**src/hw/rtl/tlik_pkg.sv**
```systemverilog
// Shared widths, constants and types for the two-link arm inverse kinematics block.
package tlik_pkg;

  // Field widths
  localparam int unsigned CoordW = 15;
  localparam int unsigned LenW   = 14;
  localparam int unsigned ShW    = 15;
  localparam int unsigned ElW    = 14;

  // Internal widths
  localparam int unsigned SqW    = 29;   // x^2, l1*l2*2 and friends
  localparam int unsigned NumW   = 31;   // signed numerator of the elbow cosine
  localparam int unsigned DenW   = 29;   // 2*l1*l2
  localparam int unsigned DiffW  = 58;   // den^2 - num^2
  localparam int unsigned RootW  = 29;   // isqrt of the above
  localparam int unsigned RemW   = 32;   // sqrt partial remainder
  localparam int unsigned P2W    = 43;   // l2 * root
  localparam int unsigned Q2W    = 45;   // l1*den + l2*num, signed
  localparam int unsigned VecW   = 44;   // vector component into the angle lanes
  localparam int unsigned MsbW   = 6;    // bit index into a VecW word
  localparam int unsigned CorW   = 34;   // CORDIC x/y datapath, signed
  localparam int unsigned ZW     = 19;   // angle, radians * 65536, signed
  localparam int unsigned NormTop = 29;  // larger component lands in [2^29, 2^30)

  // Latencies
  localparam int unsigned CordicSteps = 16;
  localparam int unsigned SqrtLat     = RootW;
  localparam int unsigned LaneLat     = CordicSteps + 3;

  // Angle constants, radians * 65536 and radians * 4096
  localparam logic signed [ZW-1:0] HalfPiQ16 = 19'sd102944;
  localparam logic signed [ZW:0]   PiQ16     = 20'sd205887;
  localparam int                   OutPi     = 12868;

  // Configuration register indexes
  localparam logic CfgUpperArm = 1'b0;
  localparam logic CfgForearm  = 1'b1;

  // Reset values of the link lengths
  localparam logic [LenW-1:0] ResetUpper = 14'd9088;
  localparam logic [LenW-1:0] ResetFore  = 14'd6400;

  // Side data that rides along with the square-root pipeline
  typedef struct packed {
    logic                   unreach;
    logic                   neg;
    logic [DenW-1:0]        anum;
    logic [DenW-1:0]        den;
    logic signed [NumW-1:0] num;
    logic [LenW-1:0]        l1;
    logic [LenW-1:0]        l2;
    logic signed [CoordW-1:0] x;
    logic signed [CoordW-1:0] y;
  } tlik_side_t;

  // Flags that ride along with the angle lanes
  typedef struct packed {
    logic unreach;
    logic neg;
    logic x_zero;
    logic y_zero;
    logic y_neg;
    logic a_flip;
    logic q2_zero;
    logic q2_neg;
    logic p2_zero;
  } tlik_flag_t;

  // Arctangent of 2^-i, radians * 65536
  function automatic logic signed [ZW-1:0] atan_q16(input logic [3:0] i);
    logic signed [ZW-1:0] r;
    case (i)
      4'd0:    r = 19'sd51472;
      4'd1:    r = 19'sd30386;
      4'd2:    r = 19'sd16055;
      4'd3:    r = 19'sd8150;
      4'd4:    r = 19'sd4091;
      4'd5:    r = 19'sd2047;
      4'd6:    r = 19'sd1024;
      4'd7:    r = 19'sd512;
      4'd8:    r = 19'sd256;
      4'd9:    r = 19'sd128;
      4'd10:   r = 19'sd64;
      4'd11:   r = 19'sd32;
      4'd12:   r = 19'sd16;
      4'd13:   r = 19'sd8;
      4'd14:   r = 19'sd4;
      default: r = 19'sd2;
    endcase
    return r;
  endfunction

endpackage

```
**src/hw/rtl/tlik_isqrt.sv**
```systemverilog
// Pipelined integer square root, one result bit per stage.
module tlik_isqrt (
  input  logic                       clk_i,
  input  logic                       en_i,
  input  logic [tlik_pkg::DiffW-1:0] val_i,
  output logic [tlik_pkg::RootW-1:0] root_o
);
  import tlik_pkg::*;

  logic [RemW-1:0]  rem_q  [SqrtLat];
  logic [RootW-1:0] root_q [SqrtLat];
  logic [DiffW-1:0] val_q  [SqrtLat];

  for (genvar k = 0; k < SqrtLat; k++) begin : g_stage
    logic [RemW-1:0]  rem_in;
    logic [RootW-1:0] root_in;
    logic [DiffW-1:0] val_in;
    logic [RemW-1:0]  trial;
    logic [RemW-1:0]  t;
    logic             ge;

    if (k == 0) begin : g_first
      assign rem_in  = '0;
      assign root_in = '0;
      assign val_in  = val_i;
    end else begin : g_next
      assign rem_in  = rem_q[k-1];
      assign root_in = root_q[k-1];
      assign val_in  = val_q[k-1];
    end

    // Bring down two bits, try root*4+1
    always_comb begin
      t     = {rem_in[RemW-3:0], val_in[DiffW-1:DiffW-2]};
      trial = {1'b0, root_in, 2'b01};
      ge    = (t >= trial);
    end

    always_ff @(posedge clk_i) begin
      if (en_i) begin
        rem_q[k]  <= ge ? (t - trial) : t;
        root_q[k] <= {root_in[RootW-2:0], ge};
        val_q[k]  <= {val_in[DiffW-3:0], 2'b00};
      end
    end
  end

  assign root_o = root_q[SqrtLat-1];

endmodule

```
**config.mk**
```make
export PLATFORM = sky130hd
export DESIGN_NAME = tlik_isqrt
export DESIGN_NICKNAME = d
export VERILOG_FILES = /design/src/hw/rtl/tlik_pkg.sv /design/src/hw/rtl/tlik_isqrt.sv
export SDC_FILE = /design/constraint.sdc
export NUM_CORES = 2
export LEC_CHECK = 0
export ABC_AREA = 0
export ABC_CLOCK_PERIOD_IN_PS = 3850
export BUFFER_PORTS_ARGS = -buffer_cell sky130_fd_sc_hd__buf_2
export CORE_ASPECT_RATIO = 0.8
export CORE_UTILIZATION = 64
export CTS_BUF_LIST = sky130_fd_sc_hd__clkbuf_8 sky130_fd_sc_hd__clkbuf_16
export CTS_CLUSTER_DIAMETER = 60
export DETAILED_ROUTE_END_ITERATION = 8
export PLACE_DENSITY = 0.83
export SLEW_MARGIN = 10
export SYNTH_ARGS = -nofsm -noshare
export SYNTH_HDL_FRONTEND = slang
export SYNTH_SLANG_ARGS = --single-unit
```
**constraint.sdc**
```tcl
create_clock -name clk_i -period 3.85 [get_ports clk_i]
set_input_delay 0.385 -clock clk_i [delete_from_list [all_inputs] [get_ports clk_i]]
set_output_delay 0.385 -clock clk_i [all_outputs]
set_load 0.02 [all_outputs]
```
==> flow_summary.ini <==
[status]
status = finished clean

[setup_path]
reg2reg_from = rem_q[1][320]
path_max_fanout = 47
rr_endpoint = rem_q[1][366]
crit_type = flip-flop to flip-flop
rrSetupSlack_ps = 220
worst_setup_path_end_kind = flip-flop
worstRegToRegCells = 10
worstPathArrival_ps = 4210
critical_path_required_ps = 4440
start_kind = flip-flop

[power]
p_leak_nw = 41.18
total_power_mw = 61.94
power.switching_mw = 17.28
pwr-share-comb_pct = 20.3
power.density_nw_per_um2 = 583.3
p_sw_share_pct = 27.89
vdd_drop_max_mv = 0.4703
clkPwrFrac_pct = 31.3
p_int_mw = 44.66
p_seq_share_pct = 48.3

[cts]
max-clock-path-buffers = 3
clkLatencyLatePin_ps = 840
post_cts.repair.setup_buffers = 0
cts_made_buffers = 192
cts.reportedPaths.clkPinSlew_ps = 60
cts_tree = built
htree_levels = 4
clockRootBuffer = clkbuf_16
cts_sinks = 2045

[sta]
clock_skew_ps = 33.37
period_needed_ps = 3626
drv_slew = 0
final.period_utilization_pct = 94.19
fin_tns_setup_ps = 0
setup_viol = 0
tightest_slew_ps = 974.2
whs_ps = 17.02
rsz0062_at_grt = false
hold_violations = 0
maxSlewHeadroom_pct = 33.37
fmax_mhz = 275.8

[drt]
drc = 0
final_antenna_net_count = 0
vias = 58120
via_per_inst = 5.941
drt_pass1_iterations = 6
routed_wl_um = 187800
wl_per_cell_um = 19.20
drt_iter0_drc = 5476

[yosys]
syn_area_um2 = 95020
synth_fa_ha_area_share_pct = 6.136
synth.distinct_cells = 91
synth_top_family_by_area = simple AND/OR/NAND/NOR gates
synth-xor-area-share_pct = 6.185
synthArstFlopShare_pct = 0
ys.flop_type = edfxtp_1
synth_edf_count = 2045
synth_compound_area_share_pct = 9.401
synth_simple_gate_area_share_pct = 9.659
ys_ff_latch = 2045
synth_warnings = 0
synthMuxAreaShare_pct = 1.168
synthCells = 7278
synth_seq_area_share_pct = 64.63
syn_area_per_cell_um2 = 13.06
synth_nets = 7804

[cells_and_area]
multi_input_area_um2 = 31030
syn_to_final_growth_pct = 11.75
nets = 8165
fillers = 9532
seq_area_um2 = 61410
drive_above_1_share_pct = 8.823

[global_routing]
grt_pass1_vias = 56610
track_usage_pct = 25.11
grt_first_pass_wirelength_um = 299400
grt_max_degree = 119
grt-ovfl-total = 0
antenna_found_initial = 0

[job]
cap_violations = 0

[worst_hold_path]
hold_path.startpoint = en_i
min_to = val_q[0][33]
min_path_type = primary input to flip-flop
whs_path_depth = 1

[floorplan]
start_util_pct = 64.46
fp.dieH_um = 346.6
die_width_um = 432.8
io_pins = 89
die_area_um2 = 150000
core_um2 = 147400
rows = 126

[placed_design]
place_congestion = 0.9350
portBuffers = 88
dp_hpwl_um = 133300
-- cells in the final DEF (no fill, tap or decap), drive strengths merged, types with 14 or more instances in the layout --
cell type,instances
a2111oi,16
a211oi,39
a21boi,19
a21o,193
a21oi,490
a31oi,37
and2,17
and3,28
buf,236
bufinv,28
clkbuf,194
clkinv,80
dlygate4sd3,59
edfxtp,2045
ha,466
inv,623
mux2,95
nand2,430
nand2b,94
nand3,97
nand3b,22
nand4,83
nand4b,15
nor2,543
nor2b,55
nor3,169
nor3b,14
nor4,95
o211ai,27
o21a,80
o21ai,314
o21bai,44
o31ai,37
or2,33
or3,80
or4,47
xnor2,379
xor2,292
-- how the worst max path moves through the flow --
| stage | start | cells after the start | endpoint | slack, ps |
|---|---|---|---|---|
| after floorplan | rem_q[1][103] | 10 | rem_q[1][157] | 720 |
| after global placement | root_q[6][30] | 12 | rem_q[1][344] | 370 |
| after detailed placement | rem_q[0][64] | 11 | rem_q[0][125] | 270 |
| after CTS | rem_q[0][259] | 10 | rem_q[0][312] | 210 |
| after global routing | root_q[6][30] | 12 | rem_q[1][344] | 20 |
| final | rem_q[1][320] | 10 | rem_q[1][366] | 220 |
-- cell families after synthesis --
family,count (synthesis)
compound gates,1431
buf+inv,708
fa+ha+maj,466
xor+xnor,671
simple gates,1857
mux,99
flops,2045
other cells,1
-- through the flow --
step                      instances  instance area [um2]  utilization [%]  worst slack, ps
after floorplan                7278                95020                -            719.0
after global placement         9370                99050            67.20            368.7
after detailed placement       9370                99050            67.20            272.6
after CTS                      9782               106200            72.02            206.2
after global routing           9782               106200            72.03            17.76
final                          9783               106200            72.03            223.5
-- metal layers --
layer  part of all wire, %  routed length [um]  vias up  global-route usage [%]
li1                      -                   -    27660                       -
met1                    43               80760    28190                   34.50
met2                    49               91180     1886                   41.51
met3                   5.6               10490      382                   3.525
met4                   2.9                5387        0                   8.286
met5                     0                   0        -                       0
-- cells in the mapped netlist (all sizes together), types with 10 or more instances --
| cell type | n | share of area, % |
|---|---|---|
| and2 | 17 | 0.11 |
| nor3 | 169 | 0.91 |
| a31oi | 37 | 0.24 |
| o21ai | 314 | 1.7 |
| nand2b | 94 | 0.62 |
| nand4 | 83 | 0.55 |
| a211o | 13 | 0.12 |
| a211oi | 39 | 0.31 |
| inv | 580 | 2.3 |
| buf | 25 | 0.12 |
| nor2b | 55 | 0.36 |
| xor2 | 292 | 2.7 |
| o2111ai | 11 | 0.10 |
| nand3 | 97 | 0.52 |
| or2 | 33 | 0.22 |
| a21oi | 490 | 2.6 |
| o22ai | 13 | 0.086 |
| o21bai | 44 | 0.35 |
| nor2 | 543 | 2.1 |
| or4 | 47 | 0.38 |
| a21boi | 19 | 0.15 |
| nand2 | 430 | 1.7 |
| ha | 466 | 6.1 |
| nand3b | 22 | 0.17 |
| o31ai | 37 | 0.29 |
| edfxtp | 2045 | 65 |
| clkbuf | 103 | 0.41 |
| a21o | 193 | 1.5 |
| and4 | 10 | 0.092 |
| mux2 | 95 | 1.1 |
| and3 | 28 | 0.18 |
| nand4b | 15 | 0.14 |
| o41ai | 13 | 0.14 |
| xnor2 | 379 | 3.5 |
| nor3b | 14 | 0.12 |
| o211ai | 27 | 0.21 |
| o21a | 80 | 0.63 |
| or3 | 80 | 0.54 |
| nor4b | 11 | 0.10 |
| nor4 | 95 | 0.65 |
| o31a | 11 | 0.10 |
| a2111oi | 16 | 0.16 |
-- worst max-delay path: stages, from the launching register on --
cell	delay, ps
edfxtp_1	400
ha_1	370
nor2b_1	180
o311a_1	310
o41ai_1	520
a21oi_1	200
a31oi_1	480
o2bb2ai_1	230
nand2b_2	140
buf_12	200
mux2_2	300
-- repair_timing --
| item | in CTS | in global routing |
|---|---|---|
| hold endpoints to repair | 59 | 0 |
| endpoints found under the setup margin | 0 | 7 |
| hold buffers | 59 | 0 |
| gates resized for setup | 0 | 3 |
-- cell type report --
| cell class | count | share of cell area [%] |
|---|---|---|
| multi-input cells | 4525 | 29.23 |
| inverters | 580 | 2.050 |
| flip-flops and latches | 2045 | 57.84 |
| clock buffers | 194 | 4.572 |
| well taps | 1984 | 2.338 |
| repair buffers | 295 | 2.409 |
| diodes | 1 | 0.002357 |
| clock inverters | 159 | 1.565 |
-- power groups by stage --
stage	clock network, mW	registers, mW	logic (mW)
finish	19.4	29.9	12.6
global route	20.6	30.2	13.9
CTS	19.7	29.9	12.5
detailed placement	0	30.4	12.3
global placement	0	30.3	11.9
floorplan	0	29.6	9.17
-- sequential cells by signal (all words and copies together) (netlist names) --
name,flops
rem_q,798
root_q,435
val_q,812
Power figures use the tool's default switching activity.
