**config.mk**
```make
export PLATFORM = sky130hd
export DESIGN_NAME = tlik_vec_angle
export DESIGN_NICKNAME = d
export VERILOG_FILES = /design/src/hw/rtl/tlik_pkg.sv /design/src/hw/rtl/tlik_vec_angle.sv
export SDC_FILE = /design/constraint.sdc
export NUM_CORES = 2
export LEC_CHECK = 0
export ABC_AREA = 1
export BUFFER_PORTS_ARGS = -buffer_cell sky130_fd_sc_hd__clkbuf_2
export CORE_ASPECT_RATIO = 0.5
export CORE_UTILIZATION = 30
export DETAILED_ROUTE_END_ITERATION = 8
export HOLD_SLACK_MARGIN = 0.03
export PLACE_DENSITY = 0.41
export SETUP_SLACK_MARGIN = 0.15
export SYNTH_ARGS = -nofsm -noshare
export SYNTH_HDL_FRONTEND = slang
export SYNTH_SLANG_ARGS = --single-unit
```
**constraint.sdc**
```tcl
create_clock -name clk_i -period 7.85 [get_ports clk_i]
set_input_delay 0.785 -clock clk_i [delete_from_list [all_inputs] [get_ports clk_i]]
set_output_delay 0.785 -clock clk_i [all_outputs]
set_load 0.02 [all_outputs]
```
**src/hw/rtl/tlik_pkg.sv**
```systemverilog
// Shared widths, constants and types for the two-link arm inverse kinematics block.
package tlik_pkg;

  // Field widths
  localparam int unsigned CoordW = 15;
  localparam int unsigned LenW   = 14;
  localparam int unsigned ShW    = 15;
  localparam int unsigned ElW    = 14;

  // Internal widths
  localparam int unsigned SqW    = 29;   // x^2, l1*l2*2 and friends
  localparam int unsigned NumW   = 31;   // signed numerator of the elbow cosine
  localparam int unsigned DenW   = 29;   // 2*l1*l2
  localparam int unsigned DiffW  = 58;   // den^2 - num^2
  localparam int unsigned RootW  = 29;   // isqrt of the above
  localparam int unsigned RemW   = 32;   // sqrt partial remainder
  localparam int unsigned P2W    = 43;   // l2 * root
  localparam int unsigned Q2W    = 45;   // l1*den + l2*num, signed
  localparam int unsigned VecW   = 44;   // vector component into the angle lanes
  localparam int unsigned MsbW   = 6;    // bit index into a VecW word
  localparam int unsigned CorW   = 34;   // CORDIC x/y datapath, signed
  localparam int unsigned ZW     = 19;   // angle, radians * 65536, signed
  localparam int unsigned NormTop = 29;  // larger component lands in [2^29, 2^30)

  // Latencies
  localparam int unsigned CordicSteps = 16;
  localparam int unsigned SqrtLat     = RootW;
  localparam int unsigned LaneLat     = CordicSteps + 3;

  // Angle constants, radians * 65536 and radians * 4096
  localparam logic signed [ZW-1:0] HalfPiQ16 = 19'sd102944;
  localparam logic signed [ZW:0]   PiQ16     = 20'sd205887;
  localparam int                   OutPi     = 12868;

  // Configuration register indexes
  localparam logic CfgUpperArm = 1'b0;
  localparam logic CfgForearm  = 1'b1;

  // Reset values of the link lengths
  localparam logic [LenW-1:0] ResetUpper = 14'd9088;
  localparam logic [LenW-1:0] ResetFore  = 14'd6400;

  // Side data that rides along with the square-root pipeline
  typedef struct packed {
    logic                   unreach;
    logic                   neg;
    logic [DenW-1:0]        anum;
    logic [DenW-1:0]        den;
    logic signed [NumW-1:0] num;
    logic [LenW-1:0]        l1;
    logic [LenW-1:0]        l2;
    logic signed [CoordW-1:0] x;
    logic signed [CoordW-1:0] y;
  } tlik_side_t;

  // Flags that ride along with the angle lanes
  typedef struct packed {
    logic unreach;
    logic neg;
    logic x_zero;
    logic y_zero;
    logic y_neg;
    logic a_flip;
    logic q2_zero;
    logic q2_neg;
    logic p2_zero;
  } tlik_flag_t;

  // Arctangent of 2^-i, radians * 65536
  function automatic logic signed [ZW-1:0] atan_q16(input logic [3:0] i);
    logic signed [ZW-1:0] r;
    case (i)
      4'd0:    r = 19'sd51472;
      4'd1:    r = 19'sd30386;
      4'd2:    r = 19'sd16055;
      4'd3:    r = 19'sd8150;
      4'd4:    r = 19'sd4091;
      4'd5:    r = 19'sd2047;
      4'd6:    r = 19'sd1024;
      4'd7:    r = 19'sd512;
      4'd8:    r = 19'sd256;
      4'd9:    r = 19'sd128;
      4'd10:   r = 19'sd64;
      4'd11:   r = 19'sd32;
      4'd12:   r = 19'sd16;
      4'd13:   r = 19'sd8;
      4'd14:   r = 19'sd4;
      default: r = 19'sd2;
    endcase
    return r;
  endfunction

endpackage

```
**src/hw/rtl/tlik_vec_angle.sv**
```systemverilog
// Angle of a first-quadrant vector: normalize, then a 16-step CORDIC in vectoring mode.
module tlik_vec_angle (
  input  logic                          clk_i,
  input  logic                          en_i,
  input  logic [tlik_pkg::VecW-1:0]     a_i,
  input  logic [tlik_pkg::VecW-1:0]     b_i,
  output logic signed [tlik_pkg::ZW-1:0] z_o
);
  import tlik_pkg::*;

  // Stage one: find the leading one of a|b
  logic [VecW-1:0] a1_q, b1_q;
  logic [MsbW-1:0] msb1_q;
  logic            az1_q, bz1_q;
  logic [VecW-1:0] both;
  logic [MsbW-1:0] msb_d;

  always_comb begin
    both  = a_i | b_i;
    msb_d = '0;
    for (int j = 0; j < VecW; j++) begin
      if (both[j]) msb_d = MsbW'(j);
    end
  end

  always_ff @(posedge clk_i) begin
    if (en_i) begin
      a1_q   <= a_i;
      b1_q   <= b_i;
      msb1_q <= msb_d;
      az1_q  <= (a_i == '0);
      bz1_q  <= (b_i == '0);
    end
  end

  // Stage two: shift so the larger component lies in [2^29, 2^30)
  logic signed [CorW-1:0] x2_q, y2_q;
  logic                   az2_q, bz2_q;
  logic [VecW-1:0]        a_sh, b_sh;
  logic [MsbW-1:0]        amt;

  always_comb begin
    if (msb1_q >= MsbW'(NormTop)) begin
      amt  = msb1_q - MsbW'(NormTop);
      a_sh = a1_q >> amt;
      b_sh = b1_q >> amt;
    end else begin
      amt  = MsbW'(NormTop) - msb1_q;
      a_sh = a1_q << amt;
      b_sh = b1_q << amt;
    end
  end

  always_ff @(posedge clk_i) begin
    if (en_i) begin
      x2_q  <= $signed({{(CorW-NormTop-1){1'b0}}, a_sh[NormTop:0]});
      y2_q  <= $signed({{(CorW-NormTop-1){1'b0}}, b_sh[NormTop:0]});
      az2_q <= az1_q;
      bz2_q <= bz1_q;
    end
  end

  // CORDIC rotations, one per stage
  logic signed [CorW-1:0] x_q [CordicSteps];
  logic signed [CorW-1:0] y_q [CordicSteps];
  logic signed [ZW-1:0]   z_q [CordicSteps];
  logic                   az_q [CordicSteps];
  logic                   bz_q [CordicSteps];

  for (genvar i = 0; i < CordicSteps; i++) begin : g_rot
    logic signed [CorW-1:0] x_in, y_in, xs, ys;
    logic signed [ZW-1:0]   z_in;
    logic                   az_in, bz_in;

    if (i == 0) begin : g_first
      assign x_in  = x2_q;
      assign y_in  = y2_q;
      assign z_in  = '0;
      assign az_in = az2_q;
      assign bz_in = bz2_q;
    end else begin : g_next
      assign x_in  = x_q[i-1];
      assign y_in  = y_q[i-1];
      assign z_in  = z_q[i-1];
      assign az_in = az_q[i-1];
      assign bz_in = bz_q[i-1];
    end

    assign xs = x_in >>> i;
    assign ys = y_in >>> i;

    always_ff @(posedge clk_i) begin
      if (en_i) begin
        if (!y_in[CorW-1]) begin
          x_q[i] <= x_in + ys;
          y_q[i] <= y_in - xs;
          z_q[i] <= z_in + atan_q16(4'(i));
        end else begin
          x_q[i] <= x_in - ys;
          y_q[i] <= y_in + xs;
          z_q[i] <= z_in - atan_q16(4'(i));
        end
        az_q[i] <= az_in;
        bz_q[i] <= bz_in;
      end
    end
  end

  // Pick the special cases: flat vector is zero, vertical one is pi/2
  always_ff @(posedge clk_i) begin
    if (en_i) begin
      if (bz_q[CordicSteps-1]) begin
        z_o <= '0;
      end else if (az_q[CordicSteps-1]) begin
        z_o <= HalfPiQ16;
      end else begin
        z_o <= z_q[CordicSteps-1];
      end
    end
  end

endmodule

```
==> metrics.txt <==
CTS tree built; most frequent cells in the layout nand2_1, edfxtp_1, inv_1, xor2_1, a21oi_1; Multi-input gate area approximately 0.064 mm^2; Final Skew 0.0774 ns; final hold violation count 0; Placer Congestion 0.910; Detail Placement HPWL 271,000 um; synth top area cells edfxtp_1, ha_1, xor2_1, nand2_1, a21oi_1; sequential-to-total area share from yosys stat 37.7%; DRC violations left 0; H-tree levels 4; Tot GR Track Use 17.3%; Critical Path AT 6.03 ns; status complete, no violations; Required @ worst endpoint 8.45 ns; cts repair resizes 0; Syn Area/Cell 8.91 um^2; most common cell after layout, fill and taps aside nand2_1; Hold Path Sink a1_q[42]$_DFFE_PP_; IO Pins 109; worst skew pair latency just under 0.9 ns; Cell Count Post-Placement 17,361; Core Region ~0.37 mm^2; Num CTS Buffers approximately 160; Final period util about 69%; clk slew on worst S/H paths 0.06 ns; global-route wire length before repair 503,000 um; Hold Path Class input port to register; initial antenna violation count 7; worst flop-to-flop path startpoint y_q[0][211]$_DFFE_PP_; Total Neg Setup Slack 0 ns; Non-Filler Instances 17,650; synthesis-to-finish area growth 10.6%; overall die height 432 um; post-cts hold buffer count 0; DP Area 0.118 mm^2; max-slew violation count 0; port bufs roughly 110; Total Wirelength 333,000 um; vias in the first global route 84,428; largest net degree at the start of global routing 138; # fillers roughly 38,000; Achievable Freq 184 MHz; total die area 0.373 mm^2; Antenna Violating Nets Remaining 0; Post-synth top flop edfxtp_1; final instance area 0.123 mm^2; worst slew pin tran 1.18 ns; Cells on Worst Hold Path 1; Startpoint Class register; initial drt markers 4,753; layout cell share with drive strength beyond 1 7.56%; RSZ-0062 raised after global routing false; vias per inst around 4.8; Mapped Cells 12,482; WL per Instance 18.9 um; Clock Tree Buf Depth 4; FF-to-FF path depth 32; CP endpoint kind register; mapped cell area 0.111 mm^2; CTS root buffer clkbuf_16; R2R Setup Slk ~2.4 ns; area leader, netlist edfxtp_1; Mapped Nets 13,770; worst hold margin between 0.1 and 0.15 ns; Nets 13,886; post-synthesis cell type count 72; slowest CP cell nor3_1; register area 0.0419 mm^2; Initial Utilization 30.3%; CTS sink cnt 1,395; drt first pass iters 6; post-synthesis sequential element count about 1,400; final setup violation count 0; Worst path max stage delay 0.65 ns; global route overflow 0; total number of vias 84,080; Max-Cap Viols 0; warnings from Yosys 0; CP Max Fanout 6; hold wc startpoint a_i[42]; asr flop ratio synth 0%; Final Critical Period 5.43 ns; row count 157; Yosys top cell area share a little under two fifths; critical path class register to register; Post-synth EDFFs between 1,000 and 1,500; Slew HR 20.4%; Setup Fix Bufs, Post-CTS 0; Crit Reg-Reg Endpoint x_q[0][270]$_DFFE_PP_; die width around 860 um
## how the worst max path moves through the flow
stage,start,end,slack [ns],depth (start not counted)
after floorplan,en_i,x_q[1][134]$_DFFE_PP_,2.60,31
after global placement,en_i,y_q[0][67]$_DFFE_PP_,1.87,30
after detailed placement,en_i,y_q[0][67]$_DFFE_PP_,1.92,30
after CTS,y_q[0][211]$_DFFE_PP_,x_q[0][270]$_DFFE_PP_,2.32,32
after global routing,y_q[0][177]$_DFFE_PP_,x_q[0][236]$_DFFE_PP_,1.89,29
final,y_q[0][211]$_DFFE_PP_,x_q[0][270]$_DFFE_PP_,2.42,32
## synth_stat cells (29+ instances only)
library cell  instances
a21o_1               57
xor2_1             1197
o21ai_1              50
a21oi_1            1175
inv_1              1218
o21bai_1             29
o21a_1               48
a31oi_1              75
ha_1               1159
nor2_1              983
o31ai_1             120
clkbuf_1            219
edfxtp_1           1395
nor4_1               93
mux2i_1              49
inv_2                40
o21ai_0             658
nand3_1             449
or2_2                40
o21ai_2              93
o211ai_1             51
nand2_1            1886
xnor2_1             542
a21oi_2             128
nand4_1              60
nand2_2             130
nor3_1              194
fa_1                 39
a211oi_1             48
## sequential cells by signal (all words and copies together) (netlist names)
name	count
bz2_q	1
z_q	254
b1_q	44
msb1_q	6
z_o	19
az2_q	1
az1_q	1
g_rot.x_in	30
a1_q	44
bz_q	16
x_q	458
g_rot.y_in	30
bz1_q	1
az_q	16
y_q	474
## stage by stage
stage,util (%),worst slack (ns)
detailed placement,32.0,1.92
global placement,32.0,1.87
floorplan,-,2.60
finish,33.5,2.42
global route,33.5,1.89
CTS,33.5,2.32
## kinds of logic (layout without fill, tap and decap cells)
family | count (synthesis) | after routing | share of synthesized area [%]
compound gates | 2685 | 2685 | 14.4
xor+xnor | 1739 | 1739 | 13.7
fa+ha+maj | 1198 | 1198 | 13.7
buf+inv | 1515 | 1751 | 5.12
flops | 1395 | 1395 | 37.7
mux | 49 | 49 | 0.441
other cells | 0 | 3 | 0
simple gates | 3901 | 3901 | 14.9
## worst max-delay path, delay by kind of cell (launching register included)
family          cells  cell delay [ns]
fa+ha+maj           2             0.44
compound gates      6             1.12
flops               1             0.47
simple gates       15             2.10
xor+xnor            2             0.49
buf+inv             7             0.57
## metal layers
layer	vias to the layer above	share of wire (%)	global-route usage, %
met5	-	0	0
met4	0	2.9	4.78
met3	408	2.9	1.94
met2	1079	50	31.9
met1	39111	44	21.2
li1	43482	-	-
## area by class of cell
class	count	share of cell area, %
repair buffers	197	1.03
diodes	3	0.00610
well taps	4929	5.01
clock inverters	94	0.758
inverters	1268	3.87
clock buffers	192	3.51
flip-flops and latches	1395	34.1
multi-input cells	9572	51.8
Power is left out: the tool's default activity adds up to more than one toggle a clock period on the data nets, which glitch-free logic cannot reach.
